<file path="config.mk">
export PLATFORM = sky130hd
export DESIGN_NAME = gcode_line_numbering_framer
export DESIGN_NICKNAME = d
export VERILOG_FILES = /design/src/rtl/core/glnf_pkg.sv /design/src/rtl/core/glnf_front.sv /design/src/rtl/core/glnf_jobq.sv /design/src/rtl/core/glnf_back.sv /design/src/rtl/core/gcode_line_numbering_framer.sv
export VERILOG_INCLUDE_DIRS = /design/src /design/src/rtl/core
export SDC_FILE = /design/constraint.sdc
export NUM_CORES = 1
export LEC_CHECK = 0
export BUFFER_PORTS_ARGS = -buffer_cell sky130_fd_sc_hd__buf_2
export CORE_ASPECT_RATIO = 0.7
export CORE_MARGIN = 2
export CORE_UTILIZATION = 40
export DETAILED_ROUTE_END_ITERATION = 6
export PLACE_DENSITY = 0.63
export SLEW_MARGIN = 20
export SYNTH_ARGS = -nofsm -noshare
export SYNTH_HDL_FRONTEND = slang
export SYNTH_HIERARCHICAL = 1
export SYNTH_SLANG_ARGS = --single-unit
</file>
<file path="constraint.sdc">
create_clock -name clk -period 9.45 [get_ports clk]
set_input_delay 1.89 -clock clk [delete_from_list [all_inputs] [get_ports clk]]
set_output_delay 1.89 -clock clk [all_outputs]
set_load 0.02 [all_outputs]
</file>
<file path="src/rtl/core/gcode_line_numbering_framer_assert.svh">
// ----------------------------------------------------------------------------
// Assertion macros for the line framer
// Clock clk and reset arst_n are taken from the module that uses them.
// ----------------------------------------------------------------------------
`ifndef GCODE_LINE_NUMBERING_FRAMER_ASSERT_SVH
`define GCODE_LINE_NUMBERING_FRAMER_ASSERT_SVH

// Same-cycle implication.
`define GLNF_ASSERT_IMP(lbl, ante, cons, msg) \
	lbl: assert property (@(posedge clk) disable iff (!arst_n) (ante) |-> (cons)) \
		else $error(msg);

// Next-cycle implication.
`define GLNF_ASSERT_NXT(lbl, ante, cons, msg) \
	lbl: assert property (@(posedge clk) disable iff (!arst_n) (ante) |=> (cons)) \
		else $error(msg);

`endif

</file>
<file path="src/rtl/core/glnf_pkg.sv">
// ----------------------------------------------------------------------------
// glnf_pkg
// Shared constants, the job record and BCD helpers for the line framer.
// ----------------------------------------------------------------------------
`timescale 1ns / 1ps

package glnf_pkg;

	localparam int CODE_HOLD  = 5;
	localparam int HCNT_W     = $clog2(CODE_HOLD + 1);
	localparam int HIDX_W     = $clog2(CODE_HOLD);
	localparam int LINE_W     = 14;
	localparam int BCD_DIGITS = 5;
	localparam int BCD_W      = 4 * BCD_DIGITS;
	localparam int CK_BCD_W   = 12;
	localparam int IDX_W      = 3;
	localparam int RENUM_LEN  = 8;
	localparam int JOBQ_DEPTH = 4;
	localparam int JOBQ_AW    = $clog2(JOBQ_DEPTH);

	localparam logic [LINE_W-1:0] LINE_MAX       = '1;
	localparam logic [LINE_W-1:0] LINE_RESET     = 14'd1;
	localparam logic [BCD_W-1:0]  LINE_RESET_BCD = 20'h00001;
	localparam logic [LINE_W-1:0] LIMIT_RESET    = 14'd10000;

	localparam logic [7:0] CH_STAR  = 8'h2a;
	localparam logic [7:0] CH_SPACE = 8'h20;
	localparam logic [7:0] CH_N     = 8'h4e;
	localparam logic [7:0] CH_NL    = 8'h0a;
	localparam logic [7:0] CH_ZERO  = 8'h30;

	localparam logic [31:0] CODE_M110 = "M110";
	localparam logic [31:0] CODE_M999 = "M999";

	// One accepted command byte, as the sequencer needs it
	typedef struct packed {
		logic                         ins;
		logic                         resolve;
		logic                         numbered;
		logic [LINE_W-1:0]            line_bin;
		logic [BCD_W-1:0]             line_bcd;
		logic [CODE_HOLD-1:0][7:0]    held;
		logic [HCNT_W-1:0]            held_cnt;
		logic                         has_text;
		logic [7:0]                   text;
		logic                         fin;
	} job_t;

	// Bytes of the renumbering line "M110 N0\n"
	function automatic logic [7:0] renum_byte(input logic [IDX_W-1:0] i);
		logic [7:0] b;
		unique case (i)
			3'd0: b = 8'h4d;
			3'd1: b = 8'h31;
			3'd2: b = 8'h31;
			3'd3: b = 8'h30;
			3'd4: b = CH_SPACE;
			3'd5: b = CH_N;
			3'd6: b = 8'h30;
			3'd7: b = CH_NL;
		endcase
		return b;
	endfunction

	// Add three to every digit of five or more (one double-dabble step)
	function automatic logic [BCD_W-1:0] bcd_dab(input logic [BCD_W-1:0] v);
		logic [BCD_W-1:0] r;
		r = v;
		for (int k = 0; k < BCD_DIGITS; k++) begin
			if (v[4*k +: 4] >= 4'd5) begin
				r[4*k +: 4] = v[4*k +: 4] + 4'd3;
			end
		end
		return r;
	endfunction

	function automatic logic [BCD_W-1:0] bcd_inc(input logic [BCD_W-1:0] v);
		logic [BCD_W-1:0] r;
		logic             carry;
		r     = v;
		carry = 1'b1;
		for (int k = 0; k < BCD_DIGITS; k++) begin
			if (carry) begin
				if (v[4*k +: 4] == 4'd9) begin
					r[4*k +: 4] = 4'd0;
				end else begin
					r[4*k +: 4] = v[4*k +: 4] + 4'd1;
					carry       = 1'b0;
				end
			end
		end
		return r;
	endfunction

	// Index of the most significant nonzero digit, zero for a zero value
	function automatic logic [IDX_W-1:0] bcd_top(input logic [BCD_W-1:0] v);
		logic [IDX_W-1:0] top;
		top = '0;
		for (int k = 1; k < BCD_DIGITS; k++) begin
			if (v[4*k +: 4] != 4'd0) begin
				top = IDX_W'(k);
			end
		end
		return top;
	endfunction

	function automatic logic [3:0] bcd_digit(input logic [BCD_W-1:0] v,
			input logic [IDX_W-1:0] idx);
		logic [3:0] d;
		d = 4'd0;
		for (int k = 0; k < BCD_DIGITS; k++) begin
			if (idx == IDX_W'(k)) begin
				d = v[4*k +: 4];
			end
		end
		return d;
	endfunction

	// Checksum byte to three BCD digits, eight narrow shift steps
	function automatic logic [CK_BCD_W-1:0] bin8_to_bcd(input logic [7:0] v);
		logic [CK_BCD_W-1:0] r;
		r = '0;
		for (int i = 7; i >= 0; i--) begin
			for (int k = 0; k < CK_BCD_W / 4; k++) begin
				if (r[4*k +: 4] >= 4'd5) begin
					r[4*k +: 4] = r[4*k +: 4] + 4'd3;
				end
			end
			r = {r[CK_BCD_W-2:0], v[i]};
		end
		return r;
	endfunction

endpackage

</file>
<file path="src/rtl/core/glnf_front.sv">
// ----------------------------------------------------------------------------
// glnf_front
// Classifies command bytes, holds the code and owns the line counter.
// ----------------------------------------------------------------------------
`timescale 1ns / 1ps

module glnf_front (
	input  logic                          clk,
	input  logic                          arst_n,
	input  logic                          accept,
	input  logic                          action,
	input  logic [7:0]                    data_byte,
	input  logic                          final_byte,
	input  logic [glnf_pkg::LINE_W-1:0]   line_value,
	input  logic [glnf_pkg::LINE_W-1:0]   line_limit,
	output logic                          busy,
	output logic                          job_valid,
	output glnf_pkg::job_t                job
);
	import glnf_pkg::*;

	localparam int CONV_W = $clog2(LINE_W + 1);

	logic [LINE_W-1:0]         next_bin_q;
	logic [BCD_W-1:0]          next_bcd_q;
	logic [7:0]                held_q [CODE_HOLD];
	logic [HCNT_W-1:0]         held_cnt_q;
	logic                      resolved_q;
	logic                      in_cmd_q;
	logic [LINE_W-1:0]         sh_q;
	logic [CONV_W-1:0]         conv_cnt_q;

	logic                      starting;
	logic                      ins;
	logic [LINE_W-1:0]         nl_bin;
	logic [BCD_W-1:0]          nl_bcd;
	logic [HCNT_W-1:0]         cnt_eff;
	logic [HCNT_W-1:0]         cnt_inc;
	logic [HCNT_W-1:0]         cnt_job;
	logic                      res_eff;
	logic                      is_space;
	logic                      resolve;
	logic                      has_text;
	logic                      numbered;
	logic [CODE_HOLD-1:0][7:0] held_now;
	logic [31:0]               code4;
	logic [BCD_W-1:0]          dab;
	logic                      cmd_acc;

	assign busy    = conv_cnt_q != '0;
	assign cmd_acc = accept && !action;

	always_comb begin
		starting = !in_cmd_q;
		ins      = starting && (next_bin_q >= line_limit);
		nl_bin   = ins ? LINE_RESET : next_bin_q;
		nl_bcd   = ins ? LINE_RESET_BCD : next_bcd_q;
		cnt_eff  = starting ? '0 : held_cnt_q;
		res_eff  = starting ? 1'b0 : resolved_q;
		is_space = data_byte == CH_SPACE;
		cnt_inc  = cnt_eff + HCNT_W'(1);
		for (int i = 0; i < CODE_HOLD; i++) begin
			held_now[i] = (cnt_eff == HCNT_W'(i)) ? data_byte : held_q[i];
		end
		if (res_eff) begin
			resolve  = 1'b0;
			has_text = 1'b1;
			cnt_job  = cnt_eff;
		end else if (is_space) begin
			resolve  = 1'b1;
			has_text = 1'b1;
			cnt_job  = cnt_eff;
		end else begin
			resolve  = final_byte || (cnt_inc >= HCNT_W'(CODE_HOLD));
			has_text = 1'b0;
			cnt_job  = cnt_inc;
		end
		code4    = {held_now[0], held_now[1], held_now[2], held_now[3]};
		numbered = !((cnt_job == HCNT_W'(4)) && ((code4 == CODE_M110) || (code4 == CODE_M999)));
		dab      = bcd_dab(next_bcd_q);
	end

	always_comb begin
		job          = '0;
		job.ins      = ins;
		job.resolve  = resolve;
		job.numbered = numbered;
		job.line_bin = nl_bin;
		job.line_bcd = nl_bcd;
		job.held     = held_now;
		job.held_cnt = cnt_job;
		job.has_text = has_text;
		job.text     = data_byte;
		job.fin      = final_byte;
		job_valid    = cmd_acc && (ins || resolve || has_text);
	end

	always_ff @(posedge clk or negedge arst_n) begin
		if (!arst_n) begin
			next_bin_q <= LINE_RESET;
			next_bcd_q <= LINE_RESET_BCD;
			held_cnt_q <= '0;
			resolved_q <= 1'b0;
			in_cmd_q   <= 1'b0;
			conv_cnt_q <= '0;
		end else if (accept && action) begin
			// load: binary now, decimal over LINE_W shift steps
			next_bin_q <= line_value;
			next_bcd_q <= '0;
			conv_cnt_q <= CONV_W'(LINE_W);
		end else if (busy) begin
			next_bcd_q <= {dab[BCD_W-2:0], sh_q[LINE_W-1]};
			conv_cnt_q <= conv_cnt_q - CONV_W'(1);
		end else if (cmd_acc) begin
			if (resolve && numbered) begin
				next_bin_q <= nl_bin + LINE_W'(1);
				next_bcd_q <= (nl_bin == LINE_MAX) ? '0 : bcd_inc(nl_bcd);
			end else if (ins) begin
				next_bin_q <= nl_bin;
				next_bcd_q <= nl_bcd;
			end
			in_cmd_q   <= !final_byte;
			resolved_q <= res_eff || resolve;
			held_cnt_q <= cnt_job;
		end
	end

	always_ff @(posedge clk) begin
		if (accept && action) begin
			sh_q <= line_value;
		end else if (busy) begin
			sh_q <= {sh_q[LINE_W-2:0], 1'b0};
		end
		if (cmd_acc && !res_eff && !is_space) begin
			held_q[cnt_eff[HIDX_W-1:0]] <= data_byte;
		end
	end

endmodule

</file>
<file path="src/rtl/core/glnf_jobq.sv">
// ----------------------------------------------------------------------------
// glnf_jobq
// Short job queue between the classifier and the byte sequencer.
// ----------------------------------------------------------------------------
`timescale 1ns / 1ps

module glnf_jobq (
	input  logic           clk,
	input  logic           arst_n,
	input  logic           push,
	input  glnf_pkg::job_t din,
	output logic           full,
	input  logic           pop,
	output glnf_pkg::job_t dout,
	output logic           empty
);
	import glnf_pkg::*;

	job_t               slot_q [JOBQ_DEPTH];
	logic [JOBQ_AW-1:0] wr_q;
	logic [JOBQ_AW-1:0] rd_q;
	logic [JOBQ_AW:0]   cnt_q;

	assign full  = cnt_q == (JOBQ_AW + 1)'(JOBQ_DEPTH);
	assign empty = cnt_q == '0;
	assign dout  = slot_q[rd_q];

	always_ff @(posedge clk or negedge arst_n) begin
		if (!arst_n) begin
			wr_q  <= '0;
			rd_q  <= '0;
			cnt_q <= '0;
		end else begin
			if (push) begin
				wr_q <= wr_q + JOBQ_AW'(1);
			end
			if (pop) begin
				rd_q <= rd_q + JOBQ_AW'(1);
			end
			if (push && !pop) begin
				cnt_q <= cnt_q + (JOBQ_AW + 1)'(1);
			end else if (pop && !push) begin
				cnt_q <= cnt_q - (JOBQ_AW + 1)'(1);
			end
		end
	end

	always_ff @(posedge clk) begin
		if (push) begin
			slot_q[wr_q] <= din;
		end
	end

endmodule

</file>
<file path="src/rtl/core/glnf_back.sv">
// ----------------------------------------------------------------------------
// glnf_back
// Byte sequencer: expands jobs into framed output bytes and the checksum.
// ----------------------------------------------------------------------------
`timescale 1ns / 1ps

module glnf_back (
	input  logic                         clk,
	input  logic                         arst_n,
	input  logic                         job_empty,
	input  glnf_pkg::job_t               job,
	output logic                         job_pop,
	output logic                         empty,
	input  logic                         pop,
	output logic [7:0]                   out_byte,
	output logic                         line_end,
	output logic                         numbered,
	output logic [glnf_pkg::LINE_W-1:0]  line_number,
	output logic                         inserted,
	output logic                         run_last
);
	import glnf_pkg::*;

	`include "gcode_line_numbering_framer_assert.svh"

	typedef enum logic [3:0] {
		S_IDLE, S_INS, S_PN, S_PDIG, S_PSP, S_HELD, S_TEXT,
		S_FSP, S_FSTAR, S_FDIG, S_FNL
	} state_t;

	state_t              state_q;
	logic [IDX_W-1:0]    idx_q;
	job_t                cur_q;
	logic                num_q;
	logic [LINE_W-1:0]   line_q;
	logic [7:0]          xor_q;
	logic                star_q;
	logic [CK_BCD_W-1:0] ck_q;
	logic                ob_valid_q;

	logic                step;
	logic [7:0]          ebyte;
	logic                last_elem;
	logic                is_text;
	state_t              nxt;
	logic [IDX_W-1:0]    nxt_idx;
	logic [CK_BCD_W-1:0] ck_new;
	logic                hd_num;
	state_t              hd_state;
	logic [IDX_W-1:0]    hd_idx;

	// Next phase once state s has sent its last byte
	function automatic state_t seq_after(input state_t s, input job_t j, input logic num);
		state_t e_fin, e_text, e_held, e_pfx, r;
		e_fin  = num ? S_FSP : S_FNL;
		e_text = j.has_text ? S_TEXT : (j.fin ? e_fin : S_IDLE);
		e_held = (j.resolve && (j.held_cnt != '0)) ? S_HELD : e_text;
		e_pfx  = (j.resolve && num) ? S_PN : e_held;
		unique case (s)
			S_IDLE:  r = j.ins ? S_INS : e_pfx;
			S_INS:   r = e_pfx;
			S_PN:    r = S_PDIG;
			S_PDIG:  r = S_PSP;
			S_PSP:   r = e_held;
			S_HELD:  r = e_text;
			S_TEXT:  r = j.fin ? e_fin : S_IDLE;
			S_FSP:   r = S_FSTAR;
			S_FSTAR: r = S_FDIG;
			S_FDIG:  r = S_FNL;
			S_FNL:   r = S_IDLE;
			default: r = S_IDLE;
		endcase
		return r;
	endfunction

	function automatic logic [IDX_W-1:0] init_idx(input state_t s, input job_t j,
			input logic [CK_BCD_W-1:0] ck);
		logic [IDX_W-1:0] r;
		priority case (s)
			S_PDIG:  r = bcd_top(j.line_bcd);
			S_FDIG:  r = bcd_top(BCD_W'(ck));
			default: r = '0;
		endcase
		return r;
	endfunction

	assign step    = !ob_valid_q || pop;
	assign empty   = !ob_valid_q;
	assign job_pop = (state_q == S_IDLE) && !job_empty;
	assign ck_new  = bin8_to_bcd(xor_q);

	always_comb begin
		hd_num   = job.resolve ? job.numbered : num_q;
		hd_state = seq_after(S_IDLE, job, hd_num);
		hd_idx   = init_idx(hd_state, job, ck_q);
	end

	always_comb begin
		ebyte     = CH_NL;
		last_elem = 1'b1;
		is_text   = 1'b0;
		unique case (state_q)
			S_IDLE: begin
				last_elem = 1'b0;
			end
			S_INS: begin
				ebyte     = renum_byte(idx_q);
				last_elem = idx_q == IDX_W'(RENUM_LEN - 1);
			end
			S_PN: begin
				ebyte   = CH_N;
				is_text = 1'b1;
			end
			S_PDIG: begin
				ebyte     = CH_ZERO | {4'd0, bcd_digit(cur_q.line_bcd, idx_q)};
				last_elem = idx_q == '0;
				is_text   = 1'b1;
			end
			S_PSP: begin
				ebyte   = CH_SPACE;
				is_text = 1'b1;
			end
			S_HELD: begin
				ebyte     = cur_q.held[idx_q[HIDX_W-1:0]];
				last_elem = (HCNT_W'(idx_q) + HCNT_W'(1)) == cur_q.held_cnt;
				is_text   = 1'b1;
			end
			S_TEXT: begin
				ebyte   = cur_q.text;
				is_text = 1'b1;
			end
			S_FSP: begin
				ebyte   = CH_SPACE;
				is_text = 1'b1;
			end
			S_FSTAR: begin
				ebyte = CH_STAR;
			end
			S_FDIG: begin
				ebyte     = CH_ZERO | {4'd0, bcd_digit(BCD_W'(ck_q), idx_q)};
				last_elem = idx_q == '0;
			end
			S_FNL: begin
				ebyte = CH_NL;
			end
			default: begin
				last_elem = 1'b0;
			end
		endcase
		nxt     = last_elem ? seq_after(state_q, cur_q, num_q) : state_q;
		nxt_idx = init_idx(nxt, cur_q, ck_new);
		if (!last_elem) begin
			// walk digits downward, byte strings upward
			nxt_idx = ((state_q == S_PDIG) || (state_q == S_FDIG)) ?
				idx_q - IDX_W'(1) : idx_q + IDX_W'(1);
		end
	end

	always_ff @(posedge clk or negedge arst_n) begin
		if (!arst_n) begin
			state_q     <= S_IDLE;
			idx_q       <= '0;
			cur_q       <= '0;
			num_q       <= 1'b0;
			line_q      <= '0;
			xor_q       <= '0;
			star_q      <= 1'b0;
			ck_q        <= '0;
			ob_valid_q  <= 1'b0;
			out_byte    <= '0;
			line_end    <= 1'b0;
			numbered    <= 1'b0;
			line_number <= '0;
			inserted    <= 1'b0;
			run_last    <= 1'b0;
		end else if (state_q == S_IDLE) begin
			if (pop) begin
				ob_valid_q <= 1'b0;
			end
			if (!job_empty) begin
				cur_q   <= job;
				state_q <= hd_state;
				idx_q   <= hd_idx;
				if (job.resolve) begin
					// a command's checksum starts with its prefix
					xor_q  <= '0;
					star_q <= 1'b0;
					num_q  <= job.numbered;
					line_q <= job.line_bin;
				end
			end
		end else if (step) begin
			ob_valid_q  <= 1'b1;
			out_byte    <= ebyte;
			line_end    <= (state_q == S_FNL) || ((state_q == S_INS) && last_elem);
			inserted    <= state_q == S_INS;
			numbered    <= (state_q != S_INS) && num_q;
			line_number <= ((state_q != S_INS) && num_q) ? line_q : '0;
			run_last    <= last_elem && (nxt == S_IDLE);
			state_q     <= nxt;
			idx_q       <= nxt_idx;
			if (state_q == S_FSTAR) begin
				ck_q <= ck_new;
			end
			if (is_text && !star_q) begin
				if (ebyte == CH_STAR) begin
					star_q <= 1'b1;
				end else begin
					xor_q <= xor_q ^ ebyte;
				end
			end
		end
	end

	`GLNF_ASSERT_IMP(a_ins_unnumbered, !empty && inserted, !numbered && (line_number == '0), "inserted line carries a number")
	`GLNF_ASSERT_NXT(a_star_then_digit, (state_q == S_FSTAR) && step, state_q == S_FDIG, "checksum digits do not follow star")
	`GLNF_ASSERT_IMP(a_held_in_range, state_q == S_HELD, HCNT_W'(idx_q) < cur_q.held_cnt, "held byte index past held count")

endmodule

</file>
<file path="src/rtl/core/gcode_line_numbering_framer.sv">
// ----------------------------------------------------------------------------
// gcode_line_numbering_framer
// Latency: a command byte's job is written into the job queue, then taken
// into the sequencer's state, and its first result is registered on the result ports.
// Throughput: one result per cycle within a job while the consumer pops,
// plus a start step in the idle state for each job; a line-number load holds
// full high while the decimal copy of the counter is rebuilt.
// Reset: arst_n clears all control state at once; there is no clearing pass.
// ----------------------------------------------------------------------------
`timescale 1ns / 1ps

module gcode_line_numbering_framer (
	input  logic                         clk,
	input  logic                         arst_n,
	// input queue side
	input  logic                         push,
	output logic                         full,
	input  logic                         action,
	input  logic [7:0]                   data_byte,
	input  logic                         final_byte,
	input  logic [glnf_pkg::LINE_W-1:0]  line_value,
	// register write channel
	input  logic                         cfg_valid,
	output logic                         cfg_ready,
	input  logic [glnf_pkg::LINE_W-1:0]  cfg_data,
	// result queue side
	output logic                         empty,
	input  logic                         pop,
	output logic [7:0]                   out_byte,
	output logic                         line_end,
	output logic                         numbered,
	output logic [glnf_pkg::LINE_W-1:0]  line_number,
	output logic                         inserted,
	output logic                         run_last
);
	import glnf_pkg::*;

	// The front end classifies each byte as soon as it arrives: it holds the
	// first bytes of a line until the code is known, decides whether the line
	// is numbered, and keeps the line counter in binary and in BCD so the
	// sequencer never has to divide. Its decisions travel as one job record.
	// The back end turns each job into the renumbering line, the "N<line> "
	// prefix, held bytes, text, and the " *<checksum>\n" trailer.

	logic [LINE_W-1:0] line_limit_q;
	logic              accept;
	logic              front_busy;
	logic              job_valid;
	job_t              front_job;
	logic              q_full;
	logic              q_empty;
	logic              q_pop;
	job_t              q_job;

	// Transfer an item whenever the decoder is not rebuilding the counter
	// and the job queue has room.
	assign full      = front_busy || q_full;
	assign accept    = push && !full;
	assign cfg_ready = 1'b1;

	always_ff @(posedge clk or negedge arst_n) begin
		if (!arst_n) begin
			line_limit_q <= LIMIT_RESET;
		end else if (cfg_valid && cfg_ready) begin
			line_limit_q <= cfg_data;
		end
	end

	glnf_front u_front (
		.clk        (clk),
		.arst_n     (arst_n),
		.accept     (accept),
		.action     (action),
		.data_byte  (data_byte),
		.final_byte (final_byte),
		.line_value (line_value),
		.line_limit (line_limit_q),
		.busy       (front_busy),
		.job_valid  (job_valid),
		.job        (front_job)
	);

	// Jobs that produce no bytes (loads, held code bytes) never enter here.
	glnf_jobq u_jobq (
		.clk    (clk),
		.arst_n (arst_n),
		.push   (job_valid),
		.din    (front_job),
		.full   (q_full),
		.pop    (q_pop),
		.dout   (q_job),
		.empty  (q_empty)
	);

	// Output register inside the sequencer parts it from the consumer.
	glnf_back u_back (
		.clk         (clk),
		.arst_n      (arst_n),
		.job_empty   (q_empty),
		.job         (q_job),
		.job_pop     (q_pop),
		.empty       (empty),
		.pop         (pop),
		.out_byte    (out_byte),
		.line_end    (line_end),
		.numbered    (numbered),
		.line_number (line_number),
		.inserted    (inserted),
		.run_last    (run_last)
	);

endmodule

</file>
# After elaboration in Yosys (flattened, before gate mapping)
# Memory sizes are Yosys's and may differ from the RTL's.
# Cells that the tools add are included.
# W data, S select, Z words.
# totals
register_bits	221
latchBits	0
mem_bits_rw	400
mem_bits_ro	56
out_inout_bits	29
elab_cells	361
mem_count	3
# classes
addsub	26
multipliers	0
div_mod_pow	0
order_cmp	15
eq_ne	42
shifts	0
n_mux	148
bitwise_logic	5
n_reduce_logical	85
# memory_table
memory	depth	word_bits	read_ports	rd_clocked_by_memory_dff	write_ports	line_no	rtl
u_jobq.slot_q	4	90	1	0	1	glnf_jobq.sv:19	job_t slot_q [JOBQ_DEPTH];
(no name shown)	8	7	1	0	0	glnf_pkg.sv:52	unique case (i)
u_front.held_q	5	8	5	0	1	glnf_front.sv:26	logic [7:0] held_q [CODE_HOLD];
# ops
op	count
$mux W4	48
$mux W20	7
$mux W14	9
$mux W8	12
$eq A32 B31 Y1 const B	2
$pmux W8 S8	1
$reduce_bool A4 Y1	14
$mux W1	47
$eq A4 B4 Y1 const B	10
$ge A4 B3 Y1 const B	10
$pmux W4 S10	1
$mux W3	13
$add A4 B2 Y4 const B	9
$bmux W8 S3	1
$add A4 B1 Y4 const B	5
$logic_and A1 B1 Y1	20
$eq A4 B2 Y1 const B	4
$eq A4 B3 Y1 const B	4
$eq A8 B6 Y1 const B	2
$eq A3 B3 Y1 const B	5
$add A14 B1 Y14 const B	1
$eq A14 B14 Y1 const B	1
$ge A14 B14 Y1	1
$eq A3 B2 Y1 const B	4
other kinds (30)	90

# Longest topological paths before layout
# logic_depth
depth_word	33
depth_mapped	23

# Cells and area by module
# The synthesis kept the hierarchy.
# modules_own_cells
module	instances	cells_each	area_per_inst_um2	seq_area_each_um2
glnf_jobq	1	504	13386.6	10985.5
glnf_back	1	782	7965.1	3578.4
glnf_front	1	750	6926.6	2700.1
gcode_line_numbering_framer	1	33	550.5	356.6

# Worst setup path after synthesis
# OpenSTA, ideal clock, no wires.
# synth_path
path_kind	input -> register
startpoint	input data_byte[4]
endpoint	memory u_jobq/slot_q[1][0] in the netlist's numbering (enable)
arrival_ps	5357
t_required_ps	8992
setup_slack_ps	3635
stages	6
path_cell_list	buf_2 -> nor4b_2 -> a22oi_2 -> and2_1 -> a21boi_0 -> and2_1
# synth_between
elab_chain_cells	8
elab_cells_between_ends	10
classes_between	eq/ne (1); mux (6); reduce/logical (3)
# synth_rtl
element	line_no	rtl
start: declaration	gcode_line_numbering_framer.sv:19	input logic [7:0] data_byte,
$eq A8 B6 Y1 *	glnf_front.sv:60	is_space = data_byte == CH_SPACE;
$mux W1	glnf_front.sv:69	end else if (is_space) begin
$mux W1	glnf_front.sv:65	if (res_eff) begin
$logic_or A1 B1 Y1	glnf_front.sv:95	job_valid = cmd_acc && (ins || resolve || has_text);
$logic_or A1 B1 Y1 *	glnf_front.sv:95	
$logic_and A1 B1 Y1 *	glnf_front.sv:95	
net job_valid	gcode_line_numbering_framer.sv:48	logic job_valid;
$mux W1 *	glnf_jobq.sv:49	if (push) begin
$mux W1 (implied by the code) *	glnf_jobq.sv:50	slot_q[wr_q] <= din;
end: declaration	glnf_jobq.sv:19	
# Mark *: on every way through the listed nets, which the timed path passes. The rest lies on a longest branch.

# Final worst setup path
# layout_path
startpoint	input push
endpoint	memory u_jobq/slot_q[1][84] in the netlist's numbering (enable)
# layout_between
elab_chain_cells	5
# layout_rtl
element	line_no	rtl
start: declaration	gcode_line_numbering_framer.sv:16	input logic push,
$logic_and A1 B1 Y1	gcode_line_numbering_framer.sv:58	assign accept = push && !full;
net accept	gcode_line_numbering_framer.sv:46	logic accept;
$logic_and A1 B1 Y1	glnf_front.sv:51	assign cmd_acc = accept && !action;
$logic_and A1 B1 Y1	glnf_front.sv:95	
net job_valid	gcode_line_numbering_framer.sv:48	
$mux W1	glnf_jobq.sv:49	
$mux W1 (implied by the code)	glnf_jobq.sv:50	
# The timed path passes the listed nets, and every way through them passes these cells.

==> metrics.yaml <==
worstSkewPairLatency_ps: 650
nets: 2211
maxSlewViolCount: 0
seq_area_frac_synth_pct: 61.1
die_footprint_mm2: 0.0743
dieHeight_um: 229
max_cap_viol_count: 0
setup.worst_path.class: "input port to register"
post-route-worst-setup-slack_ps: 3890
synth_seq_cells: 621
synth.distinct_cells: 104
antenna_left: 0
vdd_drop_max_v: 0.000140
mappedNetlistArea_mm2: 0.0288
route.detailed.drc: 0
dpl_worst_slack_ps: 3330
syn-num-nets: 2177
timing.critical_path.fanout_max: 69
worstPathArrival_ps: 5790
cts-htree-levels: 2
dr_total_vias: 17770
drt_wl_total_um: 68000
cts_made_buffers: 61
clock_tree.buffer_depth: 3
rows: 82
placed_cell_area_mm2: 0.0299
post_cts_buffers: 0
power_leakage_nw: 11.9
cts_root_buf: "sky130_fd_sc_hd__clkbuf_16"
transition_time_at_the_pin_with_the_least_slew_margin_ps: 1100
worstSetupStartpointType: "input port"
largest_clock_skew_in_the_final_design_ps: 39.7
final-hold-violation-count: 0
drt_iter0_drc: 1920
synth-async-reset-ratio_pct: 33.3
run_status: "finished, final reports clean"
globalRouteTotalUtil_pct: 18.3
tritoncts_num_sinks: 621
post_drt_wl_per_cell_um: 21.8
slew_hr_pct: 26.9
dieWidth_um: 325
post_synth_edffs: 414
fill_cells: 6283
io_buffers: 70
dpl.cell_count: 3006
max_clock_freq_mhz: 180
drive_gt1_share_pct: 21.8
dominantRegCellSynth: "sky130_fd_sc_hd__edfxtp_1"
cts_resized: 0
timing.critical_path.required_ps: 9680
cts_tree: "built"
gp_congestion: 0.875
grt_pass1_vias: 17275
timing.hold.worst.class: "register to register"
cellPowerDensity_mw_per_mm2: 220
ios: 72
period_utilisation_layout_pct: 58.9
grt_pass1_wl_um: 105000
warnings_synthesis: 6
final-instance-count-excl-fill: 3124
core_region_area_mm2: 0.0714
setup_total_negative_slack_ps: 0
cts.clk_slew.worst_paths_ps: 60
avgViaCountPerCell: 5.69
post_syn_instances: 2069
avgSynthCellArea_um2: 13.9
final_cell_area_mm2: 0.0321
critical_path.endpoint_type: "register"
area_growth_pct: 11.2
hold_ws_ps: 470
overflow: 0
floorplan.initialDensity_pct: 40.4
grt_start_max_net_pins: 95
number_of_hold_repair_buffers_added_at_the_cts_stage: 0
grt_antenna_before_repair: 2
setup_repair_after_global_routing_missed_its_margin: "no"
finalWorstPathRequiredPeriod_ps: 5560
dp.final_hpwl_um: 45600
detailed_routing_iteration_count_for_the_pre_antenna_repair_pass: 6
final_setup_fails: 0
## routing by layer
metal | vias to the layer above | track usage, % | routed length, µm
li1 | 7925 | - | -
met1 | 9076 | 29.0 | 33000
met2 | 682 | 26.1 | 29000
met3 | 87 | 2.53 | 4710
met4 | 0 | 4.60 | 1330
met5 | - | 0 | 0
## worst max-delay path: stages
cell	delay [ps]
sky130_fd_sc_hd__buf_2	100
sky130_fd_sc_hd__nor3b_1	850
sky130_fd_sc_hd__inv_1	170
sky130_fd_sc_hd__nor2_1	400
sky130_fd_sc_hd__a21boi_0	850
sky130_fd_sc_hd__and2_4	530
sky130_fd_sc_hd__buf_4	860
## cell type report
class	count	area [µm²]	area share (%)
clock inverter	37	505	1.58
sequential	621	17600	55.0
clock buffer	78	1620	5.05
tap	966	1210	3.77
inverter	79	297	0.925
multi-input combinational	1247	10300	32.0
antenna	3	7.51	0.0234
timing repair buffer	93	533	1.66
## power by group
group          leakage [nW]  internal, mW  switching [mW]
clock                  1.01          1.49            1.05
sequential             6.49          3.17           0.177
combinational          4.38         0.405           0.758
total                  11.9          5.06            1.98
## metrics by stage
stage / util [%] / total power [mW]
floorplan: - / 4.15
global placement: 41.9 / 4.48
detailed placement: 41.9 / 4.54
CTS: 44.9 / 7.08
global route: 44.9 / 7.36
finish: 44.9 / 7.04
## cells in the mapped netlist (8+ instances only)
| cell type | count | area [µm²] |
|---|---|---|
| sky130_fd_sc_hd__buf_2 | 22 | 110 |
| sky130_fd_sc_hd__dfrtp_1 | 200 | 5000 |
| sky130_fd_sc_hd__and2_1 | 32 | 200 |
| sky130_fd_sc_hd__nor2_1 | 87 | 327 |
| sky130_fd_sc_hd__nor3_1 | 38 | 190 |
| sky130_fd_sc_hd__nand2b_1 | 17 | 106 |
| sky130_fd_sc_hd__edfxtp_1 | 414 | 12400 |
| sky130_fd_sc_hd__nand3_1 | 23 | 115 |
| sky130_fd_sc_hd__mux2_2 | 130 | 1460 |
| sky130_fd_sc_hd__o311ai_0 | 14 | 123 |
| sky130_fd_sc_hd__clkbuf_1 | 62 | 233 |
| sky130_fd_sc_hd__buf_4 | 17 | 128 |
| sky130_fd_sc_hd__o41ai_1 | 8 | 70.1 |
| sky130_fd_sc_hd__a22oi_1 | 19 | 143 |
| sky130_fd_sc_hd__buf_6 | 16 | 180 |
| sky130_fd_sc_hd__a31oi_1 | 12 | 75.1 |
| sky130_fd_sc_hd__a21oi_1 | 71 | 355 |
| sky130_fd_sc_hd__o21ai_0 | 66 | 330 |
| sky130_fd_sc_hd__nand2_1 | 227 | 852 |
| sky130_fd_sc_hd__ha_1 | 64 | 801 |
| sky130_fd_sc_hd__xor2_1 | 10 | 87.6 |
| sky130_fd_sc_hd__nand4_1 | 10 | 62.6 |
| sky130_fd_sc_hd__a22o_1 | 23 | 201 |
| sky130_fd_sc_hd__o211ai_1 | 19 | 143 |
| sky130_fd_sc_hd__mux4_2 | 98 | 2210 |
| sky130_fd_sc_hd__mux2i_1 | 18 | 180 |
| sky130_fd_sc_hd__o21ai_1 | 8 | 40.0 |
| sky130_fd_sc_hd__nor2b_1 | 17 | 106 |
| sky130_fd_sc_hd__inv_1 | 76 | 285 |
| sky130_fd_sc_hd__xnor2_1 | 23 | 201 |
| sky130_fd_sc_hd__nor3b_1 | 12 | 90.1 |
| sky130_fd_sc_hd__nor4_1 | 10 | 62.6 |
| sky130_fd_sc_hd__or3_1 | 14 | 87.6 |
## layout by cell type (no fill, tap or decap), types with 9 or more instances in the layout
cell and instances:
sky130_fd_sc_hd__nor3_1 38, sky130_fd_sc_hd__o211ai_1 19, sky130_fd_sc_hd__clkinv_2 9, sky130_fd_sc_hd__o311ai_0 14, sky130_fd_sc_hd__buf_2 69, sky130_fd_sc_hd__clkbuf_1 14, sky130_fd_sc_hd__mux2i_1 18, sky130_fd_sc_hd__nor2b_1 17
sky130_fd_sc_hd__xnor2_1 23, sky130_fd_sc_hd__ha_1 64, sky130_fd_sc_hd__nand3_1 23, sky130_fd_sc_hd__clkbuf_16 61, sky130_fd_sc_hd__mux2_2 130, sky130_fd_sc_hd__a22oi_1 19, sky130_fd_sc_hd__mux4_2 98, sky130_fd_sc_hd__o21ai_0 66
sky130_fd_sc_hd__a22o_1 23, sky130_fd_sc_hd__clkinv_1 9, sky130_fd_sc_hd__nor2_1 86, sky130_fd_sc_hd__buf_4 23, sky130_fd_sc_hd__or3_1 14, sky130_fd_sc_hd__xor2_1 10, sky130_fd_sc_hd__and2_1 28, sky130_fd_sc_hd__a31oi_1 12
sky130_fd_sc_hd__dfrtp_1 198, sky130_fd_sc_hd__nand2b_1 17, sky130_fd_sc_hd__bufinv_16 10, sky130_fd_sc_hd__nor3b_1 11, sky130_fd_sc_hd__a21oi_1 71, sky130_fd_sc_hd__nand2_1 227, sky130_fd_sc_hd__inv_1 76, sky130_fd_sc_hd__edfxtp_1 414
sky130_fd_sc_hd__nor4_1 10, sky130_fd_sc_hd__nand4_1 10
## path summary, 6_finish.rpt
check	startpoint	endpoint	slack [ps]	cells past startpoint
min	u_back/out_byte[0]$_DFFE_PN0P_	u_back/out_byte[0]$_DFFE_PN0P_	470	2
max in group asynchronous	arst_n	u_back/state_q[0]$_DFFE_PN0P_	6070	3
max	push	u_jobq/slot_q[1][84]$_DFFE_PP_	3890	7
min in group asynchronous	arst_n	u_front/next_bcd_q[1]$_DFFE_PN0P_	1280	1
max reg2reg	u_front/conv_cnt_q[0]$_DFFE_PN0P_	u_jobq/slot_q[1][84]$_DFFE_PP_	4190	10
min reg2reg	u_back/out_byte[0]$_DFFE_PN0P_	u_back/out_byte[0]$_DFFE_PN0P_	470	2
## logic make-up (layout without fill, tap and decap cells)
kind of cell,Yosys count,count (layout),share of synthesized area (%)
multiplexers,247,247,13.4
flip-flops,621,621,61.1
buffers and inverters,201,287,3.35
adder cells (fa/ha/maj),65,65,2.85
other,1,4,0.0130
AO/OA/AOI/OAI,361,361,8.97
XOR/XNOR,33,33,1.00
AND/OR/NAND/NOR,540,540,9.28
## sequential cells by signal (all words and copies together), names as in the netlist, 8 cells and up
name and count:
u_back/out_byte 8, u_back/xor_q 8, u_front/next_bin_q 14, u_jobq/slot_q 360, u_back/cur_q 75, u_back/line_number 14, line_limit_q 14, u_front/sh_q 14
u_back/ck_q 10, u_back/line_q 14, u_front/held_q 40, u_front/next_bcd_q 20
(Power assumes the default switching activity.)
